==> config.mk <==
export PLATFORM = sky130hd
export DESIGN_NAME = length_header_string_deframer
export DESIGN_NICKNAME = d
export VERILOG_FILES = /design/src/rtl/core/lhsd_pkg.sv /design/src/rtl/core/lhsd_ram.sv /design/src/rtl/core/lhsd_front.sv /design/src/rtl/core/lhsd_cmd_fifo.sv /design/src/rtl/core/lhsd_back.sv /design/src/rtl/core/length_header_string_deframer.sv
export SDC_FILE = /design/constraint.sdc
export NUM_CORES = 1
export LEC_CHECK = 0
export BUFFER_PORTS_ARGS = -buffer_cell sky130_fd_sc_hd__buf_2
export CORE_UTILIZATION = 60
export DETAILED_ROUTE_END_ITERATION = 8
export MAX_ROUTING_LAYER = met4
export PLACE_DENSITY = 0.76
export SLEW_MARGIN = 20
export SYNTH_ARGS = -nofsm -noshare
export SYNTH_HDL_FRONTEND = slang
export SYNTH_SLANG_ARGS = --single-unit
==> constraint.sdc <==
create_clock -name clk -period 8.4 [get_ports clk]
set_input_delay 0 -clock clk [delete_from_list [all_inputs] [get_ports clk]]
set_output_delay 0 -clock clk [all_outputs]
set_load 0.1 [all_outputs]
==> src/rtl/core/lhsd_pkg.sv <==
// lhsd_pkg: shared types and constants of the length-header string deframer
// command beats between front and back, status codes, state enums, header chars
// no dependencies
`timescale 1ns / 1ps
`default_nettype none

package lhsd_pkg;

  localparam int CNT_W       = 6;
  localparam int IDX_W       = 5;
  localparam int FIFO_DEPTH  = 2;
  localparam int FIFO_PW     = 1;

  localparam logic [7:0] CH_HASH  = 8'h23;
  localparam logic [7:0] CH_COMMA = 8'h2C;
  localparam logic [7:0] CH_ZERO  = 8'h30;
  localparam logic [7:0] CH_NINE  = 8'h39;

  typedef enum logic [2:0] {
    ST_OK        = 3'd0,
    ST_BAD_CHAR  = 3'd1,
    ST_TOO_MANY  = 3'd2,
    ST_LEN_OVF   = 3'd3,
    ST_EARLY_END = 3'd4
  } status_t;

  typedef enum logic [1:0] {
    CMD_STATUS,
    CMD_START,
    CMD_BYTE
  } cmd_kind_t;

  typedef struct packed {
    cmd_kind_t        kind;
    logic [7:0]       data;
    logic             last;
    status_t          code;
    logic [CNT_W-1:0] count;
  } cmd_t;

  typedef enum logic [1:0] {
    FR_HEADER,
    FR_BODY,
    FR_ERROR
  } front_state_t;

  typedef enum logic [1:0] {
    BK_READY,
    BK_FETCH,
    BK_WALK,
    BK_ST4
  } back_state_t;

endpackage

`default_nettype wire

==> src/rtl/core/lhsd_ram.sv <==
// lhsd_ram: generic single-write, single-read RAM with registered read data
// no dependencies
`timescale 1ns / 1ps
`default_nettype none

module lhsd_ram #(
  parameter int WIDTH = 16,
  parameter int DEPTH = 32,
  parameter int AW    = (DEPTH > 1) ? $clog2(DEPTH) : 1
) (
  input  wire logic             clk,
  input  wire logic             we,
  input  wire logic [AW-1:0]    waddr,
  input  wire logic [WIDTH-1:0] wdata,
  input  wire logic [AW-1:0]    raddr,
  output logic      [WIDTH-1:0] rdata
);

  logic [WIDTH-1:0] mem [DEPTH];

  always_ff @(posedge clk) begin
    if (we) begin
      mem[waddr] <= wdata;
    end
    rdata <= mem[raddr];
  end

endmodule

`default_nettype wire

==> src/rtl/core/lhsd_front.sv <==
// lhsd_front: header parser; collects lengths into the table and turns hash,
// payload, error and early-end beats into commands for the back part
// depends on lhsd_pkg
`timescale 1ns / 1ps
`default_nettype none

module lhsd_front #(
  parameter int MAX_STRINGS = 32,
  parameter int LENGTH_BITS = 16,
  parameter int AW          = (MAX_STRINGS > 1) ? $clog2(MAX_STRINGS) : 1
) (
  input  wire logic                   clk,
  input  wire logic                   rst,
  input  wire logic                   in_valid,
  output logic                        in_ready,
  input  wire logic [7:0]             data_byte,
  input  wire logic                   message_end,
  input  wire logic                   fifo_full,
  input  wire logic                   fifo_empty,
  input  wire logic                   back_idle,
  output logic                        push,
  output lhsd_pkg::cmd_t              push_cmd,
  output logic                        tbl_we,
  output logic [AW-1:0]               tbl_waddr,
  output logic [LENGTH_BITS-1:0]      tbl_wdata
);

  localparam int VW = LENGTH_BITS + 4;

  lhsd_pkg::front_state_t           state, state_next;
  logic [LENGTH_BITS-1:0]           acc, acc_next;
  logic                             pend, pend_next;
  logic [lhsd_pkg::CNT_W-1:0]       cnt, cnt_next;

  logic [VW-1:0] acc_x;
  logic [VW-1:0] acc_v;
  logic [7:0]    digit;
  logic          ovf;

  // next decimal value, four spare bits catch overflow
  assign acc_x = VW'(acc);
  assign digit = data_byte - lhsd_pkg::CH_ZERO;
  assign acc_v = (acc_x << 3) + (acc_x << 1) + VW'(digit[3:0]);
  assign ovf   = |acc_v[VW-1:LENGTH_BITS];

  assign tbl_waddr = cnt[AW-1:0];
  assign tbl_wdata = acc;

  always_ff @(posedge clk) begin
    if (rst) begin
      state <= lhsd_pkg::FR_HEADER;
      acc   <= '0;
      pend  <= 1'b0;
      cnt   <= '0;
    end else begin
      state <= state_next;
      acc   <= acc_next;
      pend  <= pend_next;
      cnt   <= cnt_next;
    end
  end

  always_comb begin
    logic             take;
    logic             fail;
    logic             is_hash;
    lhsd_pkg::status_t fcode;

    state_next = state;
    acc_next   = acc;
    pend_next  = pend;
    cnt_next   = cnt;
    push       = 1'b0;
    tbl_we     = 1'b0;
    fail       = 1'b0;
    is_hash    = 1'b0;
    fcode      = lhsd_pkg::ST_BAD_CHAR;

    push_cmd.kind  = lhsd_pkg::CMD_STATUS;
    push_cmd.data  = data_byte;
    push_cmd.last  = message_end;
    push_cmd.code  = lhsd_pkg::ST_OK;
    push_cmd.count = cnt;

    // header beats wait until the back has finished with the table
    case (state)
      lhsd_pkg::FR_HEADER: in_ready = fifo_empty && back_idle;
      lhsd_pkg::FR_BODY:   in_ready = !fifo_full;
      lhsd_pkg::FR_ERROR:  in_ready = 1'b1;
      default:             in_ready = 1'b0;
    endcase

    take = in_valid && in_ready;

    if (take) begin
      case (state)
        lhsd_pkg::FR_HEADER: begin
          if (data_byte inside {[lhsd_pkg::CH_ZERO:lhsd_pkg::CH_NINE]}) begin
            if (ovf) begin
              fail  = 1'b1;
              fcode = lhsd_pkg::ST_LEN_OVF;
            end else begin
              acc_next  = acc_v[LENGTH_BITS-1:0];
              pend_next = 1'b1;
            end
          end else if (data_byte == lhsd_pkg::CH_COMMA) begin
            if (!pend) begin
              fail  = 1'b1;
              fcode = lhsd_pkg::ST_BAD_CHAR;
            end else if (cnt >= lhsd_pkg::CNT_W'(MAX_STRINGS)) begin
              fail  = 1'b1;
              fcode = lhsd_pkg::ST_TOO_MANY;
            end else begin
              tbl_we    = 1'b1;
              cnt_next  = cnt + lhsd_pkg::CNT_W'(1);
              acc_next  = '0;
              pend_next = 1'b0;
            end
          end else if (data_byte == lhsd_pkg::CH_HASH) begin
            if (pend) begin
              fail  = 1'b1;
              fcode = lhsd_pkg::ST_BAD_CHAR;
            end else begin
              is_hash       = 1'b1;
              push          = 1'b1;
              push_cmd.kind = lhsd_pkg::CMD_START;
              state_next    = lhsd_pkg::FR_BODY;
            end
          end else begin
            fail  = 1'b1;
            fcode = lhsd_pkg::ST_BAD_CHAR;
          end

          if (fail) begin
            push          = 1'b1;
            push_cmd.code = fcode;
            state_next    = lhsd_pkg::FR_ERROR;
          end else if (message_end && !is_hash) begin
            push          = 1'b1;
            push_cmd.code = lhsd_pkg::ST_EARLY_END;
          end
        end
        lhsd_pkg::FR_BODY: begin
          push          = 1'b1;
          push_cmd.kind = lhsd_pkg::CMD_BYTE;
        end
        default: begin
        end
      endcase

      // end of message: parser starts over
      if (message_end) begin
        state_next = lhsd_pkg::FR_HEADER;
        acc_next   = '0;
        pend_next  = 1'b0;
        cnt_next   = '0;
      end
    end
  end

endmodule

`default_nettype wire

==> src/rtl/core/lhsd_cmd_fifo.sv <==
// lhsd_cmd_fifo: two-entry command queue between front and back
// depends on lhsd_pkg
`timescale 1ns / 1ps
`default_nettype none

module lhsd_cmd_fifo (
  input  wire logic           clk,
  input  wire logic           rst,
  input  wire logic           push,
  input  wire lhsd_pkg::cmd_t push_cmd,
  output logic                full,
  input  wire logic           pop,
  output lhsd_pkg::cmd_t      pop_cmd,
  output logic                empty
);

  lhsd_pkg::cmd_t                  mem [lhsd_pkg::FIFO_DEPTH];
  logic [lhsd_pkg::FIFO_PW-1:0]    wptr, rptr;
  logic [lhsd_pkg::FIFO_PW:0]      level;

  assign empty   = (level == '0);
  assign full    = (level == (lhsd_pkg::FIFO_PW+1)'(lhsd_pkg::FIFO_DEPTH));
  assign pop_cmd = mem[rptr];

  always_ff @(posedge clk) begin
    if (push && !full) begin
      mem[wptr] <= push_cmd;
    end
  end

  always_ff @(posedge clk) begin
    if (rst) begin
      wptr  <= '0;
      rptr  <= '0;
      level <= '0;
    end else begin
      if (push && !full) begin
        wptr <= wptr + lhsd_pkg::FIFO_PW'(1);
      end
      if (pop && !empty) begin
        rptr <= rptr + lhsd_pkg::FIFO_PW'(1);
      end
      case ({push && !full, pop && !empty})
        2'b10:   level <= level + (lhsd_pkg::FIFO_PW+1)'(1);
        2'b01:   level <= level - (lhsd_pkg::FIFO_PW+1)'(1);
        default: level <= level;
      endcase
    end
  end

endmodule

`default_nettype wire

==> src/rtl/core/lhsd_back.sv <==
// lhsd_back: executes commands; walks the length table, streams payload bytes,
// empty-string markers and status results into the output register
// depends on lhsd_pkg; reads the table through lhsd_ram
`timescale 1ns / 1ps
`default_nettype none

module lhsd_back #(
  parameter int MAX_STRINGS = 32,
  parameter int LENGTH_BITS = 16,
  parameter int AW          = (MAX_STRINGS > 1) ? $clog2(MAX_STRINGS) : 1
) (
  input  wire logic                       clk,
  input  wire logic                       rst,
  input  wire logic                       cmd_valid,
  input  wire lhsd_pkg::cmd_t             cmd,
  output logic                            pop,
  output logic                            back_idle,
  output logic [AW-1:0]                   tbl_raddr,
  input  wire logic [LENGTH_BITS-1:0]     tbl_rdata,
  output logic                            out_valid,
  input  wire logic                       out_ready,
  output logic [7:0]                      out_byte,
  output logic                            has_byte,
  output logic [lhsd_pkg::IDX_W-1:0]      string_index,
  output logic                            string_end,
  output lhsd_pkg::status_t               status,
  output logic                            run_last
);

  localparam int CW = lhsd_pkg::CNT_W;

  lhsd_pkg::back_state_t    state, state_next;
  logic [CW-1:0]            cur, cur_next;
  logic [CW-1:0]            count, count_next;
  logic [LENGTH_BITS-1:0]   rem, rem_next;
  logic [LENGTH_BITS-1:0]   cur_len, cur_len_next;
  logic                     last_f, last_f_next;

  logic                     slot_free;
  logic                     done_nxt;
  logic                     is_done;
  logic                     start;
  logic [CW:0]              raddr_sum;

  logic                     emit;
  logic [7:0]               e_byte;
  logic                     e_has;
  logic [lhsd_pkg::IDX_W-1:0] e_idx;
  logic                     e_end;
  lhsd_pkg::status_t        e_code;
  logic                     e_last;

  assign slot_free = !out_valid || out_ready;
  assign is_done   = (cur >= count);
  assign done_nxt  = (({1'b0, cur} + (CW+1)'(1)) >= {1'b0, count});
  assign back_idle = (state == lhsd_pkg::BK_READY);

  // table lookahead: outside BK_FETCH, read data holds the length of the string after cur
  assign raddr_sum = {1'b0, cur_next} + (CW+1)'(1);
  assign tbl_raddr = start ? '0 : raddr_sum[AW-1:0];

  always_ff @(posedge clk) begin
    if (rst) begin
      state     <= lhsd_pkg::BK_READY;
      cur       <= '0;
      count     <= '0;
      last_f    <= 1'b0;
      out_valid <= 1'b0;
    end else begin
      state  <= state_next;
      cur    <= cur_next;
      count  <= count_next;
      last_f <= last_f_next;
      if (emit) begin
        out_valid <= 1'b1;
      end else if (out_ready) begin
        out_valid <= 1'b0;
      end
    end
  end

  always_ff @(posedge clk) begin
    rem     <= rem_next;
    cur_len <= cur_len_next;
    if (emit) begin
      out_byte     <= e_byte;
      has_byte     <= e_has;
      string_index <= e_idx;
      string_end   <= e_end;
      status       <= e_code;
      run_last     <= e_last;
    end
  end

  always_comb begin
    state_next   = state;
    cur_next     = cur;
    count_next   = count;
    rem_next     = rem;
    cur_len_next = cur_len;
    last_f_next  = last_f;
    pop          = 1'b0;
    start        = 1'b0;
    emit         = 1'b0;
    e_byte       = '0;
    e_has        = 1'b0;
    e_idx        = cur[lhsd_pkg::IDX_W-1:0];
    e_end        = 1'b0;
    e_code       = lhsd_pkg::ST_OK;
    e_last       = 1'b0;

    case (state)
      lhsd_pkg::BK_READY: begin
        if (cmd_valid) begin
          case (cmd.kind)
            lhsd_pkg::CMD_STATUS: begin
              if (slot_free) begin
                pop    = 1'b1;
                emit   = 1'b1;
                e_idx  = '0;
                e_code = cmd.code;
                e_last = 1'b1;
              end
            end
            lhsd_pkg::CMD_START: begin
              pop         = 1'b1;
              start       = 1'b1;
              cur_next    = '0;
              count_next  = cmd.count;
              last_f_next = cmd.last;
              state_next  = lhsd_pkg::BK_FETCH;
            end
            lhsd_pkg::CMD_BYTE: begin
              if (is_done) begin
                // trailing byte
                pop = 1'b1;
                if (cmd.last) begin
                  cur_next   = '0;
                  count_next = '0;
                end
              end else if (slot_free) begin
                pop    = 1'b1;
                emit   = 1'b1;
                e_byte = cmd.data;
                e_has  = 1'b1;
                if (rem <= LENGTH_BITS'(1)) begin
                  e_end        = 1'b1;
                  e_last       = done_nxt || (!cmd.last && (tbl_rdata != '0));
                  cur_next     = cur + CW'(1);
                  cur_len_next = tbl_rdata;
                  last_f_next  = cmd.last;
                  state_next   = lhsd_pkg::BK_WALK;
                end else begin
                  e_last   = !cmd.last;
                  rem_next = rem - LENGTH_BITS'(1);
                  if (cmd.last) begin
                    state_next = lhsd_pkg::BK_ST4;
                  end
                end
              end
            end
            default: begin
              pop = 1'b1;
            end
          endcase
        end
      end
      lhsd_pkg::BK_FETCH: begin
        cur_len_next = tbl_rdata;
        state_next   = lhsd_pkg::BK_WALK;
      end
      lhsd_pkg::BK_WALK: begin
        if (is_done) begin
          state_next = lhsd_pkg::BK_READY;
          if (last_f) begin
            cur_next   = '0;
            count_next = '0;
          end
        end else if (cur_len == '0) begin
          if (slot_free) begin
            emit         = 1'b1;
            e_end        = 1'b1;
            e_last       = done_nxt || (!last_f && (tbl_rdata != '0));
            cur_next     = cur + CW'(1);
            cur_len_next = tbl_rdata;
          end
        end else begin
          rem_next   = cur_len;
          state_next = last_f ? lhsd_pkg::BK_ST4 : lhsd_pkg::BK_READY;
        end
      end
      lhsd_pkg::BK_ST4: begin
        if (slot_free) begin
          emit       = 1'b1;
          e_code     = lhsd_pkg::ST_EARLY_END;
          e_last     = 1'b1;
          cur_next   = '0;
          count_next = '0;
          state_next = lhsd_pkg::BK_READY;
        end
      end
      default: begin
        state_next = lhsd_pkg::BK_READY;
      end
    endcase
  end

endmodule

`default_nettype wire

==> src/rtl/core/length_header_string_deframer.sv <==
// length_header_string_deframer: top level; front parser, command queue,
// back executor and the length table RAM
// depends on lhsd_pkg, lhsd_ram, lhsd_front, lhsd_cmd_fifo, lhsd_back
//
// usage
//   input channel (in_valid/in_ready): one beat per message byte, message_end
//   on the last byte of a message; the parser starts over after that beat
//   output channel (out_valid/out_ready): one beat per result; run_last marks
//   the last result that one input beat caused (a beat may cause none)
//   path: a taken payload byte passes a queue entry, then the output register
//   throughput: one beat per cycle for header digits/commas and for bytes
//   inside a string while the queue and back keep up; a string end takes the
//   back through BK_WALK, which also emits each empty string's marker, and '#'
//   through BK_FETCH and BK_WALK; a new message's first header byte waits until
//   the back has drained the previous message, since both use the length table
//   stall: a stalled receiver holds the output register; the two-entry queue
//   fills and then in_ready drops
//   reset: synchronous, clears the parser, queue and output valid; the table
//   keeps its contents and needs no clearing pass (only written entries are used)
`timescale 1ns / 1ps
`default_nettype none

module length_header_string_deframer #(
  parameter int MAX_STRINGS = 32,
  parameter int LENGTH_BITS = 16
) (
  input  wire logic        clk,
  input  wire logic        rst,
  input  wire logic        in_valid,
  output logic             in_ready,
  input  wire logic [7:0]  data_byte,
  input  wire logic        message_end,
  output logic             out_valid,
  input  wire logic        out_ready,
  output logic [7:0]       out_byte,
  output logic             has_byte,
  output logic [4:0]       string_index,
  output logic             string_end,
  output logic [2:0]       status,
  output logic             run_last
);

  localparam int AW = (MAX_STRINGS > 1) ? $clog2(MAX_STRINGS) : 1;

  // front to queue
  logic                   push;
  lhsd_pkg::cmd_t         push_cmd;
  logic                   fifo_full;
  logic                   fifo_empty;

  // queue to back
  logic                   pop;
  lhsd_pkg::cmd_t         pop_cmd;
  logic                   back_idle;

  // length table ports
  logic                   tbl_we;
  logic [AW-1:0]          tbl_waddr;
  logic [LENGTH_BITS-1:0] tbl_wdata;
  logic [AW-1:0]          tbl_raddr;
  logic [LENGTH_BITS-1:0] tbl_rdata;

  lhsd_pkg::status_t      status_q;

  assign status = status_q;

  // header parsing, error latching, command generation
  lhsd_front #(
    .MAX_STRINGS (MAX_STRINGS),
    .LENGTH_BITS (LENGTH_BITS),
    .AW          (AW)
  ) u_front (
    .clk         (clk),
    .rst         (rst),
    .in_valid    (in_valid),
    .in_ready    (in_ready),
    .data_byte   (data_byte),
    .message_end (message_end),
    .fifo_full   (fifo_full),
    .fifo_empty  (fifo_empty),
    .back_idle   (back_idle),
    .push        (push),
    .push_cmd    (push_cmd),
    .tbl_we      (tbl_we),
    .tbl_waddr   (tbl_waddr),
    .tbl_wdata   (tbl_wdata)
  );

  // decouples parsing from result generation
  lhsd_cmd_fifo u_fifo (
    .clk      (clk),
    .rst      (rst),
    .push     (push),
    .push_cmd (push_cmd),
    .full     (fifo_full),
    .pop      (pop),
    .pop_cmd  (pop_cmd),
    .empty    (fifo_empty)
  );

  // string lengths, written by the front during the header, read by the back
  lhsd_ram #(
    .WIDTH (LENGTH_BITS),
    .DEPTH (MAX_STRINGS),
    .AW    (AW)
  ) u_table (
    .clk   (clk),
    .we    (tbl_we),
    .waddr (tbl_waddr),
    .wdata (tbl_wdata),
    .raddr (tbl_raddr),
    .rdata (tbl_rdata)
  );

  // payload streaming, empty markers, error and early-end status
  lhsd_back #(
    .MAX_STRINGS (MAX_STRINGS),
    .LENGTH_BITS (LENGTH_BITS),
    .AW          (AW)
  ) u_back (
    .clk          (clk),
    .rst          (rst),
    .cmd_valid    (!fifo_empty),
    .cmd          (pop_cmd),
    .pop          (pop),
    .back_idle    (back_idle),
    .tbl_raddr    (tbl_raddr),
    .tbl_rdata    (tbl_rdata),
    .out_valid    (out_valid),
    .out_ready    (out_ready),
    .out_byte     (out_byte),
    .has_byte     (has_byte),
    .string_index (string_index),
    .string_end   (string_end),
    .status       (status_q),
    .run_last     (run_last)
  );

endmodule

`default_nettype wire

==> impl_metrics.tcl <==
set metrics [dict create \
    cts.sinks 665 \
    synth.distinct_cells 75 \
    critPathMaxFanout 48 \
    io_buffers 33 \
    path_cells "mux2i_1 -> ha_1 -> o2111ai_1 -> or3_1 -> or4_4 -> o31ai_2 -> o22ai_1 -> a21o_4 -> inv_6 -> ha_2 -> nand2_2 -> buf_4 -> buf_4 -> a311oi_1 -> a311oi_1 -> nor4_1" \
    critical_path.max_stage_delay_ps 790 \
    numCtsBuffers 68 \
    skew_ps 22.1 \
    layout_commonest_cell "edfxtp_1" \
    layout-drive-gt1-share 0.107 \
    startpoint_type "register" \
    layout_common_cells "edfxtp_1, nand2_1, a21oi_1, nor2_1, nand3_1" \
    peakVddDrop_v 0.000347 \
    cp-end-kind "register" \
    ant_nets 0 \
    routedWlPerCell_um 24.4 \
    clk_path_buf_depth 3 \
    worst_pin_slew_ps 1110 \
    grt_util_all_layers 0.311 \
    min_period_ps 6180 \
    maxCapViolCount 0 \
    start_util 0.607 \
    final-max-slew-violation-count 0 \
    finalInstanceArea_mm2 0.0315 \
    die_w_um 219 \
    grt_max_degree 149 \
    yosys_register_bits 665 \
    tritoncts "built" \
    io_pins 34 \
    final_cells 2894 \
    syn-mean-instance-area_um2 12.9 \
    async_reset_ff_frac 0 \
    synth_cells 2177 \
    fillers 3213 \
    nNetsFinal 2309 \
    overflow 0 \
    cts_resized 0 \
    first_global_vias 18300 \
    dpl.hpwl_um 41800 \
    vias 18600 \
    p_leak_uw 0.0112 \
    finalCritPeriodShare 0.736 \
    drt_iter0_drc 2320 \
    seq_area_mm2 0.0193 \
    synth_flop_cell "edfxtp_1" \
    clkLatencyLatePin_ps 600 \
    placedCellCount 2760 \
    synth_edf_count 603 \
    yosysWarnings 0 \
    drt_wl_total_um 70700 \
    rsz0062_at_grt "no" \
    grt_pass1_wl_um 107000 \
    areaGrowthSynthToFinish_pct 11.8 \
    antenna_found_initial 2 \
    fp.dieH_um 219 \
    max_freq_mhz 162 \
    cellPowerDensity_mw_per_mm2 305 \
    cp_slowest_cell "ha_2" \
    critPathKind "reg -> reg" \
    fin_tns_setup_ps 0 \
    slew_headroom 0.260 \
    hold_class "in -> reg" \
    syn-num-nets 2252 \
    fp-row-count 79 \
    drc_errors 0 \
    placed_area_mm2 0.0292 \
    critPathArrivalTime_ps 6680 \
    gp_congestion 0.950 \
    clkTransAtPathRegs_ps 60 \
    core_area_mm2 0.0465 \
    ys_seq_area_frac 0.687 \
    final_hold_viol_count 0 \
    syn_area_mm2 0.0282 \
    dieArea_mm2 0.0478 \
    multiInputGateArea_mm2 0.00817 \
    drt-pass1-iter-count 6 \
    status "finished clean" \
    worstPathRequired_ps 8900 \
    vias_per_cell 6.43 \
    cts_max_level 3 \
    root_buffer "clkbuf_16" \
    finalSetupViolations 0 \
]
[area by class of cell]
type / count / area share
multi-input combinational: 1343 / 0.259
clock inverter: 27 / 0.00870
tap: 607 / 0.0241
clock buffer: 95 / 0.0614
antenna: 1 / 0.0000794
inverter: 36 / 0.00445
timing repair buffer: 120 / 0.0276
sequential: 665 / 0.614
[cells in the mapped netlist (28+ instances only)]
master    instances  area [um^2]
a31oi_1          40          250
nor4_1           28          175
edfxtp_1        603        18100
dfxtp_1          62         1240
mux2i_1          56          561
nor2_1          122          458
and3_1           48          300
ha_1             60          751
nand2_1         347         1300
inv_1            35          131
nand3_1         111          556
clkbuf_1         83          312
a21oi_1         121          606
a311oi_1         34          298
a221o_1          45          450
o21ai_0          64          320
[stage by stage]
| stage | worst slack, ps | hold WS (ps) | total power [uW] | utilization |
|---|---|---|---|---|
| global placement | 2510 | 207 | 6560 | 0.628 |
| CTS | 2250 | 75.7 | 9600 | 0.678 |
| floorplan | 2720 | 98.9 | 5900 | - |
| global route | 1870 | 133 | 9990 | 0.678 |
| detailed placement | 2300 | 220 | 6630 | 0.628 |
| finish | 2220 | 103 | 9620 | 0.678 |
[where the power goes]
| part | internal, uW | total (uW) | switching, uW | leakage (uW) |
|---|---|---|---|---|
| combinational | 828 | 2720 | 1890 | 0.00396 |
| clock | 1740 | 2990 | 1240 | 0.00108 |
| sequential | 3790 | 3920 | 131 | 0.00614 |
| total | 6360 | 9620 | 3260 | 0.0112 |
[worst max-delay path, delay by kind of cell (launching register included)]
kind,cells,cell delay [ps]
simple gates,4,1820
compound gates,6,1250
fa+ha+maj,2,1190
buf+inv,3,710
flops,1,620
mux,1,420
[cells by family (layout without fill, tap and decap cells)]
family / after synthesis / after routing / synth area share
muxes: 59 / 59 / 0.0212
AOI/OAI and AO/OA: 434 / 434 / 0.106
buffers and inverters: 169 / 278 / 0.0256
and+or+nand+nor: 752 / 752 / 0.121
xor gates and xnor gates: 36 / 36 / 0.0112
DFF: 665 / 665 / 0.687
other: 0 / 1 / 0
adders and majority gates: 62 / 62 / 0.0281
[routing by layer]
| layer | track usage | share of wire | vias up |
|---|---|---|---|
| met5 | - | 0 | - |
| met4 | 0.126 | 0.039 | 0 |
| met3 | 0.0541 | 0.099 | 169 |
| met2 | 0.487 | 0.48 | 1077 |
| met1 | 0.407 | 0.38 | 9021 |
| li1 | - | - | 8350 |
[flip-flops by register name, indices dropped and copies added (netlist names), 2 cells and up, named ones only]
| name | cells |
|---|---|
| u_back.out_byte | 8 |
| u_back.status | 3 |
| u_back.cur | 6 |
| u_table.rdata | 16 |
| u_front.tbl_wdata | 16 |
| u_fifo.level | 2 |
| u_front.cnt | 6 |
| u_back.string_index | 5 |
| u_back.rem | 16 |
| u_back.count | 6 |
| u_fifo.mem | 40 |
| u_front.state | 2 |
| u_table.mem | 512 |
| u_back.cur_len | 16 |
| u_back.state | 2 |
[worst paths after layout]
kind	startpoint	endpoint	slack, ps	cells after the start
worst min-delay path	out_ready	u_back.string_index[2]	100	3
worst min register to register	u_back.count[1]	u_back.count[1]	460	2
worst max register to register	register	u_table.rdata[11]	2220	16
worst max-delay path	register	u_table.rdata[11]	2220	16
[repair_timing]
| action | CTS | global route |
|---|---|---|
| buffers inserted | 0 | 0 |
| hold buffers | 11 | 0 |
| hold endpoints to repair | 43 | 0 |
Note: power is estimated with default switching activity, not from simulation.
